`src/sv/u16u8_pkg.sv`:
```
// ----------------------------------------------------------------------------
// u16u8_pkg
// shared types and constants of the utf-16 to utf-8 encoder
// ----------------------------------------------------------------------------
package u16u8_pkg;

  localparam logic [15:0] HIGH_MIN    = 16'hD800;
  localparam logic [15:0] HIGH_MAX    = 16'hDBFF;
  localparam logic [15:0] LOW_MIN     = 16'hDC00;
  localparam logic [15:0] LOW_MAX     = 16'hDFFF;
  localparam logic [20:0] REPLACEMENT = 21'h00FFFD;
  localparam logic [20:0] SUPP_BASE   = 21'h010000;
  localparam logic [7:0]  LEAD2       = 8'hC0;
  localparam logic [7:0]  LEAD3       = 8'hE0;
  localparam logic [7:0]  LEAD4       = 8'hF0;
  localparam logic [7:0]  CONT_MARK   = 8'h80;
  localparam logic [2:0]  MAX_BYTES   = 3'd4;

  // bytes[0] goes out first
  typedef struct packed {
    logic [3:0][7:0] bytes;
    logic [2:0]      cnt;
    logic            fin;
  } enc_t;

endpackage

```
`src/sv/u16u8_dec.sv`:
```
// ----------------------------------------------------------------------------
// u16u8_dec
// input register, surrogate pairing and utf-8 byte formation
// ----------------------------------------------------------------------------
module u16u8_dec (
  input  logic                 clk,
  input  logic                 rst_n,
  input  logic                 in_tvalid,
  output logic                 in_tready,
  input  logic [15:0]          in_tdata,
  input  logic                 in_tlast,
  output logic                 enc_valid,
  input  logic                 enc_ready,
  output u16u8_pkg::enc_t      enc
);

  logic        s1_valid_r, s1_valid_nxt;
  logic [15:0] unit_r;
  logic        fin_r;
  logic        pend_r, pend_nxt;
  logic [9:0]  payload_r, payload_nxt;

  logic        is_high, is_low, hold, adv;
  logic [20:0] cp;
  logic [2:0]  n;

  always_comb begin
    is_high = (unit_r >= u16u8_pkg::HIGH_MIN) && (unit_r <= u16u8_pkg::HIGH_MAX);
    is_low  = (unit_r >= u16u8_pkg::LOW_MIN) && (unit_r <= u16u8_pkg::LOW_MAX);
    hold    = 1'b0;
    if (pend_r) begin
      if (is_low) begin
        cp = u16u8_pkg::SUPP_BASE + {1'b0, payload_r, unit_r[9:0]};
      end else begin
        cp = u16u8_pkg::REPLACEMENT;
      end
    end else if (is_high) begin
      cp   = u16u8_pkg::REPLACEMENT;
      hold = !fin_r;
    end else begin
      cp = {5'd0, unit_r};
    end

    if (hold) begin
      n = 3'd0;
    end else if (cp[20:7] == 14'd0) begin
      n = 3'd1;
    end else if (cp[20:11] == 10'd0) begin
      n = 3'd2;
    end else if (cp[20:16] == 5'd0) begin
      n = 3'd3;
    end else begin
      n = u16u8_pkg::MAX_BYTES;
    end

    enc.bytes = '0;
    case (n)
      3'd1: begin
        enc.bytes[0] = {1'b0, cp[6:0]};
      end
      3'd2: begin
        enc.bytes[0] = u16u8_pkg::LEAD2 | {3'd0, cp[10:6]};
        enc.bytes[1] = u16u8_pkg::CONT_MARK | {2'd0, cp[5:0]};
      end
      3'd3: begin
        enc.bytes[0] = u16u8_pkg::LEAD3 | {4'd0, cp[15:12]};
        enc.bytes[1] = u16u8_pkg::CONT_MARK | {2'd0, cp[11:6]};
        enc.bytes[2] = u16u8_pkg::CONT_MARK | {2'd0, cp[5:0]};
      end
      3'd4: begin
        enc.bytes[0] = u16u8_pkg::LEAD4 | {5'd0, cp[20:18]};
        enc.bytes[1] = u16u8_pkg::CONT_MARK | {2'd0, cp[17:12]};
        enc.bytes[2] = u16u8_pkg::CONT_MARK | {2'd0, cp[11:6]};
        enc.bytes[3] = u16u8_pkg::CONT_MARK | {2'd0, cp[5:0]};
      end
      default: begin
        enc.bytes = '0;
      end
    endcase
    enc.cnt = n;
    enc.fin = fin_r;

    enc_valid = s1_valid_r && (n != 3'd0);
    adv       = s1_valid_r && ((n == 3'd0) || enc_ready);
    in_tready = !s1_valid_r || adv;

    s1_valid_nxt = in_tvalid ? 1'b1 : (s1_valid_r && !adv);
    pend_nxt     = pend_r;
    payload_nxt  = payload_r;
    if (adv) begin
      pend_nxt    = hold;
      payload_nxt = hold ? unit_r[9:0] : 10'd0;
    end
  end

  always_ff @(posedge clk) begin
    if (!rst_n) begin
      s1_valid_r <= 1'b0;
      pend_r     <= 1'b0;
      payload_r  <= 10'd0;
    end else begin
      s1_valid_r <= in_tready ? s1_valid_nxt : s1_valid_r;
      pend_r     <= pend_nxt;
      payload_r  <= payload_nxt;
    end
  end

  always_ff @(posedge clk) begin
    if (in_tvalid && in_tready) begin
      unit_r <= in_tdata;
      fin_r  <= in_tlast;
    end
  end

`ifndef SYNTHESIS
  a_pair_clears: assert property (@(posedge clk) disable iff (!rst_n)
    (adv && pend_r) |=> !pend_r)
    else $error("held high surrogate not released");
  a_final_not_held: assert property (@(posedge clk) disable iff (!rst_n)
    (adv && fin_r) |=> !pend_r)
    else $error("surrogate held past end of string");
  a_hold_silent: assert property (@(posedge clk) disable iff (!rst_n)
    (s1_valid_r && hold) |-> !enc_valid)
    else $error("held surrogate produced bytes");
`endif

endmodule

```
`src/sv/u16u8_ser.sv`:
```
// ----------------------------------------------------------------------------
// u16u8_ser
// byte buffer and output register, one byte per cycle while out_tready is high
// ----------------------------------------------------------------------------
module u16u8_ser (
  input  logic                 clk,
  input  logic                 rst_n,
  input  logic                 enc_valid,
  output logic                 enc_ready,
  input  u16u8_pkg::enc_t      enc,
  output logic                 out_tvalid,
  input  logic                 out_tready,
  output logic [7:0]           out_tdata,
  output logic                 out_tlast,
  output logic [0:0]           out_tuser
);

  logic [3:0][7:0] byte_r, byte_nxt;
  logic [2:0]      cnt_r, cnt_nxt;
  logic            fin_r, fin_nxt;
  logic            take;

  always_comb begin
    out_tvalid   = (cnt_r != 3'd0);
    out_tdata    = byte_r[0];
    out_tlast    = (cnt_r == 3'd1);
    out_tuser[0] = fin_r && (cnt_r == 3'd1);
    take         = out_tvalid && out_tready;
    enc_ready    = (cnt_r == 3'd0) || ((cnt_r == 3'd1) && out_tready);

    byte_nxt = byte_r;
    cnt_nxt  = cnt_r;
    fin_nxt  = fin_r;
    if (enc_valid && enc_ready) begin
      byte_nxt = enc.bytes;
      cnt_nxt  = enc.cnt;
      fin_nxt  = enc.fin;
    end else if (take) begin
      byte_nxt = {8'd0, byte_r[3], byte_r[2], byte_r[1]};
      cnt_nxt  = cnt_r - 3'd1;
    end
  end

  always_ff @(posedge clk) begin
    if (!rst_n) begin
      cnt_r <= 3'd0;
    end else begin
      cnt_r <= cnt_nxt;
    end
  end

  always_ff @(posedge clk) begin
    byte_r <= byte_nxt;
    fin_r  <= fin_nxt;
  end

`ifndef SYNTHESIS
  a_cnt_range: assert property (@(posedge clk) disable iff (!rst_n)
    cnt_r <= u16u8_pkg::MAX_BYTES)
    else $error("byte count out of range");
  a_more_follow: assert property (@(posedge clk) disable iff (!rst_n)
    (take && !out_tlast) |=> (out_tvalid && (cnt_r == $past(cnt_r) - 3'd1)))
    else $error("bytes of an item lost");
  a_string_end_last: assert property (@(posedge clk) disable iff (!rst_n)
    (out_tvalid && out_tuser[0]) |-> out_tlast)
    else $error("string end off the last byte");
`endif

endmodule

```
`src/sv/utf16_to_utf8_encoder.sv`:
```
// ----------------------------------------------------------------------------
// utf16_to_utf8_encoder
// utf-16 code units in, utf-8 bytes out, surrogate pairs joined
//
// channel  dir  tdata           tlast       tuser
// in_      in   code_unit[15:0] final_unit  -
// out_     out  utf8_byte[7:0]  run_end     string_end
//
// one output byte per cycle while out_tready is high; a unit yields
// 0 to 4 bytes, which the byte buffer holds and sends out in order
// a held high surrogate yields no byte and passes without a stall
// the next unit is taken while the bytes of the previous one drain
// reset is synchronous, active low, and clears the held surrogate
// ----------------------------------------------------------------------------
module utf16_to_utf8_encoder (
  input  logic        clk,
  input  logic        rst_n,
  input  logic        in_tvalid,
  output logic        in_tready,
  input  logic [15:0] in_tdata,   // code_unit
  input  logic        in_tlast,
  output logic        out_tvalid,
  input  logic        out_tready,
  output logic [7:0]  out_tdata,  // utf8_byte
  output logic        out_tlast,
  output logic [0:0]  out_tuser   // string_end
);

  logic            enc_valid;
  logic            enc_ready;
  u16u8_pkg::enc_t enc;

  u16u8_dec u_dec (
    .clk       (clk),
    .rst_n     (rst_n),
    .in_tvalid (in_tvalid),
    .in_tready (in_tready),
    .in_tdata  (in_tdata),
    .in_tlast  (in_tlast),
    .enc_valid (enc_valid),
    .enc_ready (enc_ready),
    .enc       (enc)
  );

  u16u8_ser u_ser (
    .clk        (clk),
    .rst_n      (rst_n),
    .enc_valid  (enc_valid),
    .enc_ready  (enc_ready),
    .enc        (enc),
    .out_tvalid (out_tvalid),
    .out_tready (out_tready),
    .out_tdata  (out_tdata),
    .out_tlast  (out_tlast),
    .out_tuser  (out_tuser)
  );

endmodule
```
`config.mk`:
```
export PLATFORM = sky130hd
export DESIGN_NAME = utf16_to_utf8_encoder
export DESIGN_NICKNAME = d
export VERILOG_FILES = /design/src/sv/u16u8_pkg.sv /design/src/sv/u16u8_dec.sv /design/src/sv/u16u8_ser.sv /design/src/sv/utf16_to_utf8_encoder.sv
export SDC_FILE = /design/constraint.sdc
export NUM_CORES = 1
export LEC_CHECK = 0
export BUFFER_PORTS_ARGS = -buffer_cell sky130_fd_sc_hd__buf_4
export CORE_ASPECT_RATIO = 1.2
export CORE_MARGIN = 2
export CORE_UTILIZATION = 40
export CTS_CLUSTER_DIAMETER = 30
export CTS_CLUSTER_SIZE = 40
export DETAILED_ROUTE_END_ITERATION = 16
export PLACE_DENSITY_LB_ADDON = 0.05
export SLEW_MARGIN = 40
export SYNTH_ARGS = -nofsm -noshare
export SYNTH_HDL_FRONTEND = slang
export SYNTH_SLANG_ARGS = --single-unit
```
`constraint.sdc`:
```
create_clock -name clk -period 5.2 [get_ports clk]
set_clock_uncertainty 0.1 [all_clocks]
set_input_delay 0.78 -clock clk [delete_from_list [all_inputs] [get_ports clk]]
set_output_delay 0.78 -clock clk [all_outputs]
set_load 0.05 [all_outputs]
```
# --- Word level (Yosys, flattened, before mapping) ---
# Index checks and enable logic that the tools add are counted.
totals:
  regBits: 65
  in_bits: 21
  output_inout_bits: 12
  wordCells: 65
classes:
  add_sub_neg: 2
  magnitude_cmp: 4
  eq_ne: 5
  mux: 19
  n_reduce_logical: 24
ops:
  columns: ["cell", "count"]
  rows:
  - ["two-way mux 32 bit", 2]
  - ["two-way mux 21 bit", 2]
  - [">= comparator 16 bit (second input constant)", 2]
  - ["less-or-equal comparator 16 bit (second input constant)", 2]
  - ["one-hot mux 8 bit (4 select lines)", 1]
  - ["one-hot mux 8 bit (3 select lines)", 1]
  - ["adder 17 x 20 -> 21 bit (first input constant)", 1]
  - ["two-way mux 3 bit", 6]
  - ["two-way mux 16 bit", 1]
  - ["one-hot mux 8 bit (2 select lines)", 1]
  - ["zero test 14 bit", 1]
  - ["logical AND 1 bit", 10]
  - ["zero test 10 bit", 1]
  - ["two-way mux 10 bit", 1]
  - ["two-way mux 8 bit", 1]
  - ["== test 3 x 1 -> 1 bit (second input constant)", 2]
  - ["== test 3 x 2 -> 1 bit (second input constant)", 2]
  - ["zero test 3 bit", 2]
  - ["nonzero test 3 bit", 2]
  - ["zero test 5 bit", 1]
  - ["== test 3 bit (second input constant)", 1]
  - ["zero test 1 bit", 3]
  - ["logical OR 1 bit", 3]
  - ["two-way mux 1 bit", 3]
  - ["2 further kinds", 2]

# --- Longest topological paths before layout ---
depth:
  ltp_word: 15
  ltp_mapped: 9
  mapped_depth_nobuf: 8

# --- Modules after synthesis ---
# Synthesis repeated with hierarchy kept, for this count alone.
hier_totals:
  cells_unflattened: 304
  hier_area_um2: 3598.5
modules_own_cells:
  columns: ["mod", "instances", "cells_per_inst", "area_per_inst_um2", "seq_area_each_um2"]
  rows:
  - ["u16u8_dec", 1, 192, 1821.7, 750.7]
  - ["u16u8_ser", 1, 112, 1776.7, 1051.0]

# --- Worst setup path before layout ---
# OpenSTA, ideal clock, no wires.
synth_path:
  kind: "reg-to-output"
  startpoint: "register u_ser.cnt_r[1]"
  endpoint: "output port out_tuser"
  arrival_ps: 1801
  required_ps: 4320
  slack_ps: 2519
  path_stages_with_launch: 5
  path_buffers: 0
  cell_sequence: "dfxtp_1 > inv_1 > ha_1 > nor2b_1 > and2_1"
synth_between:
  elab_chain_len: 2
synth_lines:
  columns: ["element", "line_no", "text"]
  rows:
  - ["start: declaration", "u16u8_ser.sv:19", "logic [2:0] cnt_r, cnt_nxt;"]
  - ["start signal: assignment", "u16u8_ser.sv:48", "cnt_r <= cnt_nxt;"]
  - ["== test 3 x 1 -> 1 bit", null, null]
  - ["named net out_tlast", "utf16_to_utf8_encoder.sv:25", "output logic out_tlast,"]
  - ["logical AND 1 bit", "u16u8_ser.sv:27", "out_tuser[0] = fin_r && (cnt_r == 3'd1);"]
  - ["end: declaration", "utf16_to_utf8_encoder.sv:26", "output logic [0:0] out_tuser"]
# The timed path passes the listed nets, and every way through them passes these cells.

==> impl_metrics.ini <==
[timing]
whs_ps = 421
worst_pin_slew_ps = 728
drv_slew = 0
finalSetupViolations = 0
rsz0062_at_grt = no
hold_violations = 0
finalWorstSetupSlack_ps = 2170
fmax_ghz = 0.330
min_period_ps = 3030
fin_crit_sh = 0.583
slew_headroom = 0.513
setup_tns_ps = 0

[finish]
final_nets = 354
antenna_cells = 0
n_fill_cell = 778
drive_gt1_frac = 0.216
area_delta_synth_final_pct = 13.7
fin_area_um2 = 3710
final_cells = 429

[routing]
vias_per_cell = 5.61
drt-pass1-iter-count = 4
wl_per_cell_um = 18.3
first_iter_violations = 183
post-route-drc-count = 0
ant_nets = 0
num_vias = 2406
wl_um = 7870

[yosys]
syn_inst = 304
ys_types = 64
syn_nets = 329
async_flop_share = 0
ys_ff_latch = 62
synth_area_per_cell_um2 = 10.7
synthesis.area_um2 = 3270
yosys_warnings = 0
synth_edf_count = 47
synth_ff_type = edfxtp_1
synth_seq_area_share = 0.524

[placement]
portBuffers = 32
placed_area_um2 = 3520
gp_congestion = 0.876
dp.cells = 413
preCtsSetupSlack_ps = 2060
hpwl_um = 5760

[min_path]
hp-start = u_dec.payload_r[0]$_SDFFE_PN0P_
hold_path.class = reg -> reg

[grt]
grt_pass1_vias = 2346
grtUsageMet1 = 0.254
antenna_found_initial = 0
grt.total_usage = 0.189
grt.overflow.total = 0
gr-max-usage-layer = met2
grt_max_degree = 34
use_met3 = 0.0440
met2_usage = 0.304
grt_first_pass_wirelength_um = 12700

[worst_setup_path]
crit_start = u_dec.pend_r$_SDFFE_PN0P_
cp-start-kind = flip-flop
r2r-start = u_dec.pend_r$_SDFFE_PN0P_
crit_fanout = 26
critPathKind = reg -> reg
r2r_cells = 6
cp-end-kind = flip-flop
worst_ep_arrival_time_ps = 3020
reg2reg_to = u_ser.out_tdata[2]$_DFFE_PP_
worstPathRequired_ps = 5190
r2r_setup_slack_ps = 2170
endpoint = u_ser.out_tdata[2]$_DFFE_PP_

[floorplan]
ios = 33
core_um2 = 8020
dieArea_um2 = 8910
die_h_um = 103
fp.dieW_um = 86.5
start_util = 0.407
num_rows = 36

[status]
status = completed

[pwr]
peakVddDrop_mv = 0.201
pwr_density_cell_nw_per_um2 = 501
power.leakage_nw = 1.34

[cts]
h-tree-depth = 3
cts_setup_buffers = 0
clockRootBuffer = clkbuf_8
ctsHoldBuffers = 0
cts_tree = yes
cts_made_buffers = 9
clk_latency_ps = 340
clock_path_buffers = 2
clkTransAtPathRegs_ps = 70
clock-sinks = 62
post_cts_resized = 0

[flow_run]
maxCapViolCount = 0
[cell usage in the layout, fill, tap and decap left out, drive strengths merged, types with 3 or more instances in the layout]
cell type  instances
o211ai             5
clkbuf            10
buf               34
and2               4
or2                3
o21ai             18
a211oi            10
o21a               3
nor2b             12
ha                 4
nor4               3
nor3               3
edfxtp            47
dfxtp             15
nand3             11
a21oi              7
nor2              38
nand2             25
a31oi              6
nand2b             6
a22oi             11
inv                9
clkinv             3
a221oi             6
and3               6
[layout make-up]
| type | instances | area (µm²) | share of cell area |
|---|---|---|---|
| Tap cell | 95 | 119 | 0.0320 |
| Multi-Input combinational cell | 213 | 1410 | 0.378 |
| Timing Repair Buffer | 34 | 255 | 0.0687 |
| Clock inverter | 6 | 62.6 | 0.0168 |
| Inverter | 9 | 33.8 | 0.00909 |
| Clock buffer | 10 | 128 | 0.0344 |
| Sequential cell | 62 | 1710 | 0.461 |
[Yosys cell counts, types with 2 or more instances]
cell type | number | share of area
o21a_1 | 3 | 0.0069
o21ai_1 | 3 | 0.0046
a221oi_1 | 5 | 0.013
nor2_1 | 37 | 0.043
and2_1 | 3 | 0.0057
a31oi_1 | 6 | 0.011
a311oi_1 | 2 | 0.0054
nand2b_1 | 6 | 0.011
nand3b_1 | 2 | 0.0046
nand4_1 | 2 | 0.0038
a22oi_1 | 11 | 0.025
nor2b_1 | 12 | 0.023
mux2i_1 | 2 | 0.0061
or2_2 | 2 | 0.0038
edfxtp_1 | 47 | 0.43
dfxtp_1 | 15 | 0.092
nor3_1 | 2 | 0.0031
a211oi_2 | 3 | 0.011
and3_1 | 5 | 0.0096
o32a_1 | 2 | 0.0061
o211ai_1 | 4 | 0.0092
nand2_2 | 2 | 0.0038
a211oi_1 | 7 | 0.016
inv_1 | 8 | 0.0092
nand2_1 | 22 | 0.025
clkbuf_1 | 5 | 0.0057
o22a_1 | 2 | 0.0054
o21ai_0 | 15 | 0.023
nor4_1 | 2 | 0.0038
buf_4 | 9 | 0.021
buf_2 | 5 | 0.0077
ha_1 | 4 | 0.015
nand3_1 | 11 | 0.017
a21oi_1 | 7 | 0.011
o311a_1 | 2 | 0.0061
[metal layers]
metal / up-vias / routed length (µm)
met3: 12 / 403
met5: - / 0
met1: 1135 / 3520
met4: 0 / 137
met2: 66 / 3800
li1: 1193 / -
[power breakdown]
group / switching (W) / internal, W / leakage, nW
combinational: 0.000438 / 0.000203 / 0.671
clock: 0.000189 / 0.000219 / 0.0899
sequential: 0.0000708 / 0.000742 / 0.576
total: 0.000698 / 0.00116 / 1.34
[through the flow]
step           total power, W   util
2_1_floorplan         0.00131      -
3_3_place_gp          0.00147  0.439
3_5_place_dp          0.00147  0.439
4_1_cts               0.00188  0.463
5_1_grt               0.00197  0.463
6_report              0.00186  0.463
[kinds of logic after synthesis]
kind of cell,after synthesis,synth area share
and+or+nand+nor,120,0.194
DFF,62,0.524
muxes,2,0.00613
xor gates and xnor gates,2,0.00536
buffers and inverters,29,0.0479
AOI/OAI and AO/OA,85,0.207
adders and majority gates,4,0.0153
[how the worst min path moves through the flow]
stage / to / slack [ps] / cells after the start
detailed placement: u_dec.payload_r[0]$_SDFFE_PN0P_ / 410 / 2
global route: u_ser.fin_r$_DFFE_PP_ / 450 / 0
CTS: u_dec.payload_r[0]$_SDFFE_PN0P_ / 430 / 2
floorplan: u_ser.fin_r$_DFFE_PP_ / 350 / 0
finish: u_dec.payload_r[0]$_SDFFE_PN0P_ / 420 / 2
global placement: u_dec.payload_r[0]$_SDFFE_PN0P_ / 400 / 2
[registers in the layout (all words and copies together) (netlist names)]
name / count
u_dec.payload_r: 10
u_ser.fin_r: 1
u_dec.s1_valid_r: 1
u_dec.pend_r: 1
u_dec.unit_r: 16
u_ser.out_tdata: 8
u_ser.cnt_r: 3
u_ser.byte_r: 21
u_dec.fin_r: 1
[worst max-delay path, cell delays in order (launching register included)]
cell     delay [ps]
dfxtp_1         760
nor4_1          180
o21ai_1         280
nand2_1         540
inv_2           530
o21ai_0         190
o22a_1          190
Power figures use the tool's default switching activity.
